### config.mk
export PLATFORM = sky130hd
export DESIGN_NAME = lru_key_tracker
export DESIGN_NICKNAME = d
export VERILOG_FILES = /design/src/rtl/lkt_pkg.sv /design/src/rtl/lru_key_tracker.sv /design/src/rtl/lkt_cell.sv
export SDC_FILE = /design/constraint.sdc
export NUM_CORES = 2
export LEC_CHECK = 0
export BUFFER_PORTS_ARGS = -buffer_cell sky130_fd_sc_hd__buf_2
export CAP_MARGIN = 20
export CORE_ASPECT_RATIO = 1.25
export CORE_MARGIN = 10
export CORE_UTILIZATION = 34
export CTS_CLUSTER_SIZE = 30
export DETAILED_ROUTE_END_ITERATION = 16
export PLACE_DENSITY = 0.52
export SLEW_MARGIN = 25
export SYNTH_ARGS = -nofsm -noshare
export SYNTH_HDL_FRONTEND = slang
export SYNTH_SLANG_ARGS = --single-unit
### constraint.sdc
create_clock -name clk -period 8.5 [get_ports clk]
set_clock_uncertainty 0.15 [all_clocks]
set_input_delay 1.7 -clock clk [delete_from_list [all_inputs] [get_ports clk]]
set_output_delay 1.7 -clock clk [all_outputs]
set_load 0.02 [all_outputs]
### src/rtl/lkt_pkg.sv
// Shared types and constants for the LRU key tracker.
`default_nettype none
package lkt_pkg;

  localparam int KEY_W            = 64;
  localparam int CNT_W            = 5;
  localparam int DEF_MAX_ENTRIES  = 16;
  localparam int CAP_RESET        = 16;
  localparam int CFG_DATA_W       = 32;
  localparam int CFG_ADDR_W       = 3;

  typedef enum logic [1:0] {
    CMD_INSERT = 2'd0,
    CMD_TOUCH  = 2'd1,
    CMD_REMOVE = 2'd2,
    CMD_CLEAR  = 2'd3
  } cmd_t;

  typedef enum logic {
    REG_CAPACITY = 1'b0,
    REG_NONE     = 1'b1
  } reg_idx_t;

  // Per-cycle command broadcast to every cell of the row.
  typedef struct packed {
    logic             sample;   // register the compare result for in_key
    logic             shift_all;// new key enters slot 0, everything moves down
    logic             grow;     // with shift_all: valid run grows by one
    logic             touch;    // cells at or above the hit move down
    logic             remove;   // cells at or below the hit move up
    logic             clear;
    logic             trim;     // drop slots at or beyond lim
    logic [CNT_W-1:0] lim;
  } cell_ctl_t;

endpackage
`default_nettype wire

### src/rtl/lru_key_tracker.sv
// Top level: command control, capacity register and the row of slot cells.
// A command has an accept step and an update step: at the accepting edge every slot
// compares its key with in_key and registers a hit; in the next cycle the row shifts by
// one place (insert, touch or remove) and the result is registered, so busy is high for
// one cycle after each accept, blocking a new command until the update ends. The result
// appears for one cycle with out_valid high, in the cycle after the update; the receiver
// cannot stall it. Slot 0 holds the most recent key. A write of capacity_limit below the
// current occupancy drops the least recent keys at once, with no eviction reported.
`default_nettype none
module lru_key_tracker #(
  parameter int MAX_ENTRIES = lkt_pkg::DEF_MAX_ENTRIES
) (
  input  wire                              clk,
  input  wire                              rst_n,
  input  wire                              start,
  output logic                             busy,
  input  wire  lkt_pkg::cmd_t              in_cmd,
  input  wire  [lkt_pkg::KEY_W-1:0]        in_key,
  output logic                             out_valid,
  output logic                             out_found,
  output logic                             out_evicted,
  output logic [lkt_pkg::KEY_W-1:0]        out_evicted_key,
  output logic [lkt_pkg::CNT_W-1:0]        out_occupancy,
  input  wire                              psel,
  input  wire                              penable,
  input  wire                              pwrite,
  input  wire  [lkt_pkg::CFG_ADDR_W-1:0]   paddr,
  input  wire  [lkt_pkg::CFG_DATA_W-1:0]   pwdata,
  output logic [lkt_pkg::CFG_DATA_W-1:0]   prdata,
  output logic                             pready
);
  import lkt_pkg::*;

  localparam int LIM_MAX = (MAX_ENTRIES > 31) ? 31 : MAX_ENTRIES;

  typedef enum logic [1:0] {
    ST_IDLE = 2'b01,
    ST_UPD  = 2'b10
  } state_t;

  state_t            state_r, state_nxt;
  cmd_t              cmd_r;
  logic [KEY_W-1:0]  key_r;
  logic [CNT_W-1:0]  cap_r, cap_nxt;
  logic [CNT_W-1:0]  count_r, count_nxt;
  logic [CNT_W-1:0]  lim, new_lim;
  logic              out_valid_r, out_found_r, out_evicted_r;
  logic [KEY_W-1:0]  out_ev_key_r;
  logic [CNT_W-1:0]  out_occ_r;
  logic              accept, upd, cfg_wr, hit_any, ins_miss, evict;
  reg_idx_t          reg_sel;
  cell_ctl_t         ctl;

  logic [KEY_W-1:0]       key_w   [MAX_ENTRIES];
  logic [MAX_ENTRIES-1:0] valid_w;
  logic [MAX_ENTRIES:0]   suf_w;
  logic [MAX_ENTRIES:0]   pre_w;
  logic [KEY_W-1:0]       ev_w    [MAX_ENTRIES+1];

  function automatic logic [CNT_W-1:0] eff_lim(input logic [CNT_W-1:0] cap);
    logic [CNT_W-1:0] r;
    r = cap;
    if (cap == '0) begin
      r = CNT_W'(1);
    end else if (32'(cap) > LIM_MAX) begin
      r = CNT_W'(LIM_MAX);
    end
    return r;
  endfunction

  assign busy    = (state_r == ST_UPD);
  assign accept  = start && !busy;
  assign upd     = (state_r == ST_UPD);
  assign pready  = 1'b1;
  assign reg_sel = reg_idx_t'(paddr[2]);
  assign cfg_wr  = psel && penable && pwrite && pready && (reg_sel == REG_CAPACITY);
  assign prdata  = (reg_sel == REG_CAPACITY) ? CFG_DATA_W'(cap_r) : '0;

  assign lim      = eff_lim(cap_r);
  assign new_lim  = eff_lim(pwdata[CNT_W-1:0]);
  assign hit_any  = pre_w[MAX_ENTRIES];
  assign ins_miss = (cmd_r == CMD_INSERT) && !hit_any;
  assign evict    = ins_miss && (count_r >= lim);

  always_comb begin
    ctl           = '0;
    ctl.sample    = accept;
    ctl.shift_all = upd && ins_miss;
    ctl.grow      = !evict;
    ctl.touch     = upd && hit_any && ((cmd_r == CMD_INSERT) || (cmd_r == CMD_TOUCH));
    ctl.remove    = upd && hit_any && (cmd_r == CMD_REMOVE);
    ctl.clear     = upd && (cmd_r == CMD_CLEAR);
    ctl.trim      = cfg_wr;
    ctl.lim       = new_lim;
  end

  always_comb begin
    count_nxt = count_r;
    cap_nxt   = cap_r;
    state_nxt = state_r;
    case (state_r)
      ST_IDLE: begin
        if (accept) begin
          state_nxt = ST_UPD;
        end
      end
      ST_UPD: begin
        state_nxt = ST_IDLE;
      end
      default: begin
        state_nxt = ST_IDLE;
      end
    endcase
    if (ctl.clear) begin
      count_nxt = '0;
    end else if (ctl.remove) begin
      count_nxt = count_r - CNT_W'(1);
    end else if (ctl.shift_all && !evict) begin
      count_nxt = count_r + CNT_W'(1);
    end
    if (cfg_wr) begin
      cap_nxt = pwdata[CNT_W-1:0];
      if (count_r > new_lim) begin
        count_nxt = new_lim;
      end
    end
  end

  always_ff @(posedge clk) begin
    if (!rst_n) begin
      state_r     <= ST_IDLE;
      count_r     <= '0;
      cap_r       <= CNT_W'(CAP_RESET);
      out_valid_r <= 1'b0;
    end else begin
      state_r     <= state_nxt;
      count_r     <= count_nxt;
      cap_r       <= cap_nxt;
      out_valid_r <= upd;
    end
  end

  // Hold the command beat; register the result during the update cycle.
  always_ff @(posedge clk) begin
    if (accept) begin
      cmd_r <= in_cmd;
      key_r <= in_key;
    end
    if (upd) begin
      out_found_r   <= hit_any && (cmd_r != CMD_CLEAR);
      out_evicted_r <= evict;
      out_ev_key_r  <= evict ? ev_w[MAX_ENTRIES] : '0;
      out_occ_r     <= count_nxt;
    end
  end

  assign out_valid       = out_valid_r;
  assign out_found       = out_found_r;
  assign out_evicted     = out_evicted_r;
  assign out_evicted_key = out_ev_key_r;
  assign out_occupancy   = out_occ_r;

  assign suf_w[MAX_ENTRIES] = 1'b0;
  assign pre_w[0]           = 1'b0;
  assign ev_w[0]            = '0;

  for (genvar i = 0; i < MAX_ENTRIES; i++) begin : g_cell
    logic [KEY_W-1:0] lk, rk;
    logic             lv, rv;
    if (i == 0) begin : g_head
      assign lk = key_r;
      assign lv = 1'b1;
    end else begin : g_mid
      assign lk = key_w[i-1];
      assign lv = valid_w[i-1];
    end
    if (i == MAX_ENTRIES-1) begin : g_tail
      assign rk = '0;
      assign rv = 1'b0;
    end else begin : g_body
      assign rk = key_w[i+1];
      assign rv = valid_w[i+1];
    end
    lkt_cell #(.IDX(i)) u_cell (
      .clk         (clk),
      .rst_n       (rst_n),
      .ctl         (ctl),
      .cmp_key     (in_key),
      .left_key    (lk),
      .left_valid  (lv),
      .right_key   (rk),
      .right_valid (rv),
      .suf_in      (suf_w[i+1]),
      .suf_out     (suf_w[i]),
      .pre_in      (pre_w[i]),
      .pre_out     (pre_w[i+1]),
      .ev_in       (ev_w[i]),
      .ev_out      (ev_w[i+1]),
      .key_q       (key_w[i]),
      .valid_q     (valid_w[i])
    );
  end

  logic [MAX_ENTRIES-1:0] exp_valid;
  always_comb begin
    for (int i = 0; i < MAX_ENTRIES; i++) begin
      exp_valid[i] = (32'(i) < 32'(count_r));
    end
  end

  ap_count_le_lim: assert property (@(posedge clk) disable iff (!rst_n)
    count_r <= lim) else $error("occupancy above limit");

  ap_valid_run: assert property (@(posedge clk) disable iff (!rst_n)
    valid_w == exp_valid) else $error("valid slots do not match occupancy");

  ap_result_follows: assert property (@(posedge clk) disable iff (!rst_n)
    upd |=> out_valid) else $error("missing result after update");

  ap_evict_miss: assert property (@(posedge clk) disable iff (!rst_n)
    (out_valid && out_evicted) |-> (!out_found && out_occupancy == lim))
    else $error("eviction on a hit or below limit");

endmodule
`default_nettype wire

### src/rtl/lkt_cell.sv
// One slot of the recency row: key, valid bit, hit flag and neighbor chains.
`default_nettype none
module lkt_cell #(
  parameter int IDX = 0
) (
  input  wire                         clk,
  input  wire                         rst_n,
  input  wire  lkt_pkg::cell_ctl_t    ctl,
  input  wire  [lkt_pkg::KEY_W-1:0]   cmp_key,
  input  wire  [lkt_pkg::KEY_W-1:0]   left_key,
  input  wire                         left_valid,
  input  wire  [lkt_pkg::KEY_W-1:0]   right_key,
  input  wire                         right_valid,
  input  wire                         suf_in,
  output logic                        suf_out,
  input  wire                         pre_in,
  output logic                        pre_out,
  input  wire  [lkt_pkg::KEY_W-1:0]   ev_in,
  output logic [lkt_pkg::KEY_W-1:0]   ev_out,
  output logic [lkt_pkg::KEY_W-1:0]   key_q,
  output logic                        valid_q
);
  import lkt_pkg::*;

  logic [KEY_W-1:0] key_r, key_nxt;
  logic             valid_r, valid_nxt;
  logic             hit_r, hit_nxt;
  logic             hit_ge, hit_le, is_last, trim_me;

  assign hit_ge  = hit_r | suf_in;
  assign hit_le  = hit_r | pre_in;
  assign suf_out = hit_ge;
  assign pre_out = hit_le;
  assign is_last = valid_r & ~right_valid;
  assign ev_out  = ev_in | (is_last ? key_r : '0);
  assign trim_me = (32'(IDX) >= 32'(ctl.lim));

  always_comb begin
    key_nxt   = key_r;
    valid_nxt = valid_r;
    hit_nxt   = hit_r;
    if (ctl.sample) begin
      hit_nxt = valid_r & (key_r == cmp_key);
    end
    if (ctl.shift_all) begin
      key_nxt = left_key;
      if (ctl.grow) begin
        valid_nxt = left_valid;
      end
    end else if (ctl.touch && hit_ge) begin
      key_nxt = left_key;
    end else if (ctl.remove && hit_le) begin
      key_nxt   = right_key;
      valid_nxt = right_valid;
    end else if (ctl.clear) begin
      valid_nxt = 1'b0;
    end else if (ctl.trim && trim_me) begin
      valid_nxt = 1'b0;
    end
  end

  always_ff @(posedge clk) begin
    if (!rst_n) begin
      valid_r <= 1'b0;
      hit_r   <= 1'b0;
    end else begin
      valid_r <= valid_nxt;
      hit_r   <= hit_nxt;
    end
  end

  always_ff @(posedge clk) begin
    key_r <= key_nxt;
  end

  assign key_q   = key_r;
  assign valid_q = valid_r;

endmodule
`default_nettype wire

# Yosys cells after proc, flatten, opt, wreduce, memory -nomap -nowiden

Index checks and enable logic that the tools add are counted.
W data, S select, Z words.

Bitwise gates (word level): 92
Mux-type cells: 170
Magnitude comparators: 20
Reductions and logical operators: 117
$add $sub $neg: 2
Equal/unequal tests: 39

Operators by type and width:

| cell                  | count |
|---|---|
| $mux W64              | 64 |
| $eq A64 B64 Y1        | 16 |
| $or A64 B64 Y64       | 15 |
| $mux W1               | 96 |
| $reduce_bool A4 Y1    | 16 |
| $logic_and A1 B1 Y1   | 61 |
| $mux W5               | 10 |
| $reduce_and A3 Y1     | 16 |
| $reduce_bool A3 Y1    | 16 |
| $ge A4 B5 Y1 const A  | 8 |
| $ne A2 B2 Y1 const B  | 18 |
| $and A1 B1 Y1         | 31 |
| $or A1 B1 Y1          | 30 |
| $ge A3 B5 Y1 const A  | 4 |
| $not A1 Y1            | 16 |
| $ge A1 B5 Y1 const A  | 2 |
| $ge A2 B5 Y1 const A  | 2 |
| $gt A5 B5 Y1 const B  | 2 |
| $logic_not A5 Y1      | 2 |
| $eq A2 B2 Y1 const B  | 3 |
| $add A5 B1 Y5 const B | 1 |
| $ge A5 B5 Y1          | 1 |
| $gt A5 B5 Y1          | 1 |
| $sub A5 B1 Y5 const B | 1 |
| 5 further kinds       | 8 |

Logic and storage cells: 498
Output and inout port bits: 106
Register bits after elaboration: 1206
Input port bits: 107

# Longest topological paths before layout

Depth in word-level cells: 25
Mapped depth: 12
Depth with buffers taken out: 10

# Hierarchy

Synthesis repeated with hierarchy kept, for this count alone.

Cells, all modules: 5648
Area, all modules: 73322.8 µm²

By module, submodules not included:

| module                       | seq. area each (µm²) | cells each | times used | area an instance (µm²) |
|---|---|---|---|---|
| lru_key_tracker              | 4374.2               | 381        | 1          | 5921.9 |
| lkt_cell (g_cell[3].u_cell)  | 1961.9               | 330        | 1          | 4390.5 |
| lkt_cell (g_cell[10].u_cell) | 1961.9               | 328        | 1          | 4384.2 |
| lkt_cell (g_cell[15].u_cell) | 1961.9               | 331        | 1          | 4347.9 |
| lkt_cell (g_cell[5].u_cell)  | 1961.9               | 318        | 1          | 4304.1 |
| lkt_cell (g_cell[8].u_cell)  | 1961.9               | 330        | 1          | 4301.6 |
| lkt_cell (g_cell[1].u_cell)  | 1961.9               | 334        | 1          | 4206.5 |
| lkt_cell (g_cell[9].u_cell)  | 1961.9               | 341        | 1          | 4205.3 |
| lkt_cell (g_cell[13].u_cell) | 1961.9               | 327        | 1          | 4164.0 |
| lkt_cell (g_cell[14].u_cell) | 1961.9               | 328        | 1          | 4164.0 |
| lkt_cell (g_cell[7].u_cell)  | 1961.9               | 333        | 1          | 4161.5 |
| lkt_cell (g_cell[12].u_cell) | 1961.9               | 328        | 1          | 4149.0 |
| lkt_cell (g_cell[4].u_cell)  | 1961.9               | 328        | 1          | 4144.0 |
| lkt_cell (g_cell[2].u_cell)  | 1961.9               | 330        | 1          | 4136.5 |
| +3 rows                      | n/a                  | n/a        | n/a        | n/a |

# Least setup slack after synthesis

Ideal clock, no wire load.

Path type: flip-flop to flip-flop
Start: reg cmd_r[0]
End: reg g_cell[6].u_cell.key_r[0] (enable)
Cell stages (with the launch flop): 4
Required time: 7776 ps
Library setup time: 574 ps
Path buffers: 1
Clock period less this slack: 6181 ps
Slack: 2319 ps
Arrival: 5457 ps
Cell sequence: edfxtp_1 > clkbuf_1 > nand4bb_1 > o21ai_0

Longest elaborated chain between the ends: 5
Elaborated cells between the ends (all ways): 11
Those cells by class: eq/ne: 2; reduce/logical: 9

RTL lines:

| what                                             | line                                         | RTL |
|---|---|---|
| start, declared                                  | lru_key_tracker.sv:42                        | `cmd_t cmd_r;` |
| start signal, assigned                           | lru_key_tracker.sv:146                       | `cmd_r <= in_cmd;` |
| $eq A2 B1 Y1 or $logic_not A2 Y1 (tied branches) | lru_key_tracker.sv:90, lru_key_tracker.sv:82 |  |
| $logic_or A1 B1 Y1                               | lru_key_tracker.sv:90                        | `ctl.touch = upd && hit_any && ((cmd_r == CMD_INSERT) \|\| (cmd_r == CMD_TOUCH));` |
| $logic_and A1 B1 Y1                              | lru_key_tracker.sv:90                        |  |
| $logic_and A1 B1 Y1                              | lkt_cell.sv:50                               | `end else if (ctl.touch && hit_ge) begin` |
| $reduce_bool A3 Y1 (no source line) (*)          | n/a                                          |  |
| end signal, assigned                             | lkt_cell.sv:73                               | `key_r <= key_nxt;` |
| end, declared                                    | lkt_cell.sv:25                               | `logic [KEY_W-1:0] key_r, key_nxt;` |

Every way passes the cells marked *; elsewhere a longest branch is shown, timed or not.
A chain may end at the register's enable or synchronous reset.

# Final worst setup path

Start: reg g_cell[3].u_cell.hit_r
End: reg g_cell[0].u_cell.key_r[48], data pin

Longest elaborated chain between the ends: 18
Elaborated cells between the ends (all ways): 25
Those cells by class: mux: 2; bitwise: 17; reduce/logical: 6

RTL lines:

| what                                   | line                  | RTL |
|---|---|---|
| start, declared                        | lkt_cell.sv:27        | `logic hit_r, hit_nxt;` |
| start signal, assigned                 | lkt_cell.sv:68        | `hit_r <= hit_nxt;` |
| $or A1 B1 Y1 (13 in a row)             | lkt_cell.sv:31        | `assign hit_le = hit_r \| pre_in;` |
| $logic_and A1 B1 Y1 (2 in a row)       | lru_key_tracker.sv:90 |  |
| $logic_and A1 B1 Y1                    | lkt_cell.sv:50        |  |
| $mux W64                               | lkt_cell.sv:50        |  |
| $mux W64 (*)                           | lkt_cell.sv:45        | `if (ctl.shift_all) begin` |
| named net g_cell[0].u_cell.key_nxt[48] | lkt_cell.sv:25        |  |
| end signal, assigned                   | lkt_cell.sv:73        |  |
| end, declared                          | lkt_cell.sv:25        |  |

Mark *: on every way through the listed nets, which the timed path passes. The rest lies on a longest branch.

==> results.cfg <==
[critical_path]
cp-end-kind = register
startpoint_type = register
r2r_slack_ns = 3.18
crit_fanout = 35
worstPathArrival_ns = 5.75
critPathKind = register to register
r2r_start = g_cell[3].u_cell.hit_r
rr_worst_depth = 6
timing.rr.end = g_cell[0].u_cell.key_q[48]
crit_required_ns = 8.92

[detailed_routing]
wl_per_cell_um = 64.8
drc = 0
vias = 60031
drt-total-wl_um = 530000
drt-initial-drc-count = 12241
antenna_left = 0
viasPerCell = 7.34
drt_pass1_iterations = 9

[clock_network]
cts_buffers = 138
cts-root-buf = clkbuf_16
cts_tree = built
cts_setup_buffers = 0
clk_latency_ns = 0.86
cts_sinks = 1206
cts_max_level = 4
hold_buffers = 0
clk_pin_slew_ns = 0.06
cts_buffer_depth = 3
ctsResizeCount = 0

[cells_and_area]
layout_commonest_cell = edfxtp_1
num-fill-cells = 19035
nNetsFinal = 5538
layout_common_cells = edfxtp_1, mux2_2, xor2_1, xnor2_1, buf_4
drive_above_1_share = 0.300
multi_input_area_um2 = 30800
stdcell_count = 8176
seqCellArea_um2 = 35800
syn_to_final_growth_pct = 15.0
fin_area_um2 = 77800

[sta]
worst_slew_pin_slew_ns = 1.28
timing.final.ws_setup_ns = 3.18
slew_violations = 0
fmax_mhz = 188
finalHoldViolations = 0
min_period_ns = 5.32
rsz0062_at_grt = false
min_period_over_period = 0.626
slew_headroom = 0.138
setup_viol = 0
tns_ns = 0

[min_path]
hold_path_end = cap_r[0]
hp-class = register to register
worstHoldPathCells = 2
hold_path_startpoint = cap_r[0]

[floorplan]
coreArea_um2 = 197000
die_w_um = 419
die_y_um = 519
ioPinCount = 213
initial_utilization = 0.343
dieArea_um2 = 217000
fp-row-count = 182

[yosys]
synth_top_area_frac = 0.516
synthTopCellsByArea = edfxtp_1, mux2_2, xor2_1
syn_inst = 5251
yosysTopAreaCell = edfxtp_1
synth.distinct_cells = 75
synth-seq-area-share = 0.529
synth_edf_count = 1161
async_flop_share = 0
synthesis.area_um2 = 67600
synth_area_per_cell_um2 = 12.9
yosys_warnings = 0
yosys_most_used_dff = edfxtp_1
ys_ff_latch = 1206

[grt]
grt_usage = 0.470
overflow = 0
grt_pass1_wl_um = 654000
grt_pass1_vias = 53170
grt_max_degree = 68
antenna_found_initial = 102

[power_and_ir_drop]
power_density_nw_per_um2 = 182
ir_drop_mv = 0.200
p_leak_uw = 0.0248
finalPower_uw = 14200

[run]
maxCapViolCount = 0

[run_status]
run_status = finished, final reports clean

[place]
io_buffers = 155
dp_hpwl_um = 397000
dpl_worst_slack_ns = 2.86
place_area_um2 = 72800
gp_congestion = 1.14
dp_cells = 7853
-- how the worst max path moves through the flow --
stage	from	to	cells past startpoint	slack (ns)
floorplan	cmd_r[0]	g_cell[6].u_cell.key_q[0]	3	2.32
global placement	in_key[61]	g_cell[11].u_cell.hit_r	8	2.89
detailed placement	in_key[61]	g_cell[11].u_cell.hit_r	8	2.86
CTS	g_cell[3].u_cell.hit_r	g_cell[0].u_cell.key_q[3]	6	3.36
global route	g_cell[3].u_cell.hit_r	g_cell[0].u_cell.key_q[48]	6	3.21
finish	g_cell[3].u_cell.hit_r	g_cell[0].u_cell.key_q[48]	6	3.18
-- logic make-up (layout without fill, tap and decap cells) --
kind of cell,Yosys count,in the layout,share of synthesized area
mux,927,927,0.154
compound gates,1016,1016,0.117
flops,1206,1206,0.529
buf+inv,525,783,0.0326
simple gates,832,832,0.0703
xor+xnor,731,731,0.0947
other cells,2,93,0.000111
fa+ha+maj,12,12,0.00222
-- critical path: stages, from the launching register on --
cell and delay (ns):
dfxtp_1 0.42, nor4_2 0.61, nand3_1 0.73, or4_4 0.90, nand2_4 0.70, buf_4 0.83, mux2_2 0.43
-- through the flow --
step	hold slack, ns	util
global route	0.361	0.394
floorplan	0.295	-
CTS	0.348	0.392
global placement	0.351	0.368
finish	0.344	0.394
detailed placement	0.339	0.369
-- sequential cells by signal (all words and copies together), names as in the netlist --
signal and flops:
state_r 2, out_evicted 1, g_cell.u_cell.valid_q 16, g_cell.lk 64
cmd_r 2, out_found 1, out_occupancy 5, g_cell.u_cell.hit_r 16
count_r 5, out_evicted_key 64, cap_r 5, out_valid 1
g_cell.u_cell.key_q 1024
-- routing by layer --
metal  track usage  vias to the layer above  wire length, um
met5             0                        -              275
met4         0.402                       40            60200
met3         0.164                     1667            64600
met2         0.680                     6140           220000
met1         0.553                    31181           185000
li1              -                    21003                -
-- synthesized netlist by cell type (all sizes together) (12+ instances only) --
cell type,number
o2bb2ai,57
xor2,409
nor3,27
or4,22
nor2b,92
ha,12
o2111ai,22
buf,202
nor2,65
nand3,25
nand2b,72
nor4,162
nand2,136
o22ai,80
xnor2,322
and3,61
a22oi,173
mux2,916
a2111oi,17
a21oi,41
a221oi,189
o21ai,75
a31oi,61
inv,112
o221ai,12
nand4,139
clkbuf,200
edfxtp,1161
dfxtp,45
a22o,226
-- report_power, final --
| part | switching [uW] | leakage (uW) | total (uW) | internal [uW] |
|---|---|---|---|---|
| Clock | 2880 | 0.00220 | 6330 | 3450 |
| Combinational | 1050 | 0.0118 | 1320 | 273 |
| Sequential | 55.0 | 0.0108 | 6540 | 6490 |
| Total | 3980 | 0.0248 | 14200 | 10200 |
-- cell type report --
cell class / count / area share
Sequential cell: 1206 / 0.460
Timing Repair Buffer: 404 / 0.0362
Multi-Input combinational cell: 3546 / 0.396
Antenna cell: 65 / 0.00209
Inverter: 123 / 0.00600
Tap cell: 2576 / 0.0414
Clock buffer: 162 / 0.0457
Clock inverter: 94 / 0.0130
(Power assumes the default switching activity.)
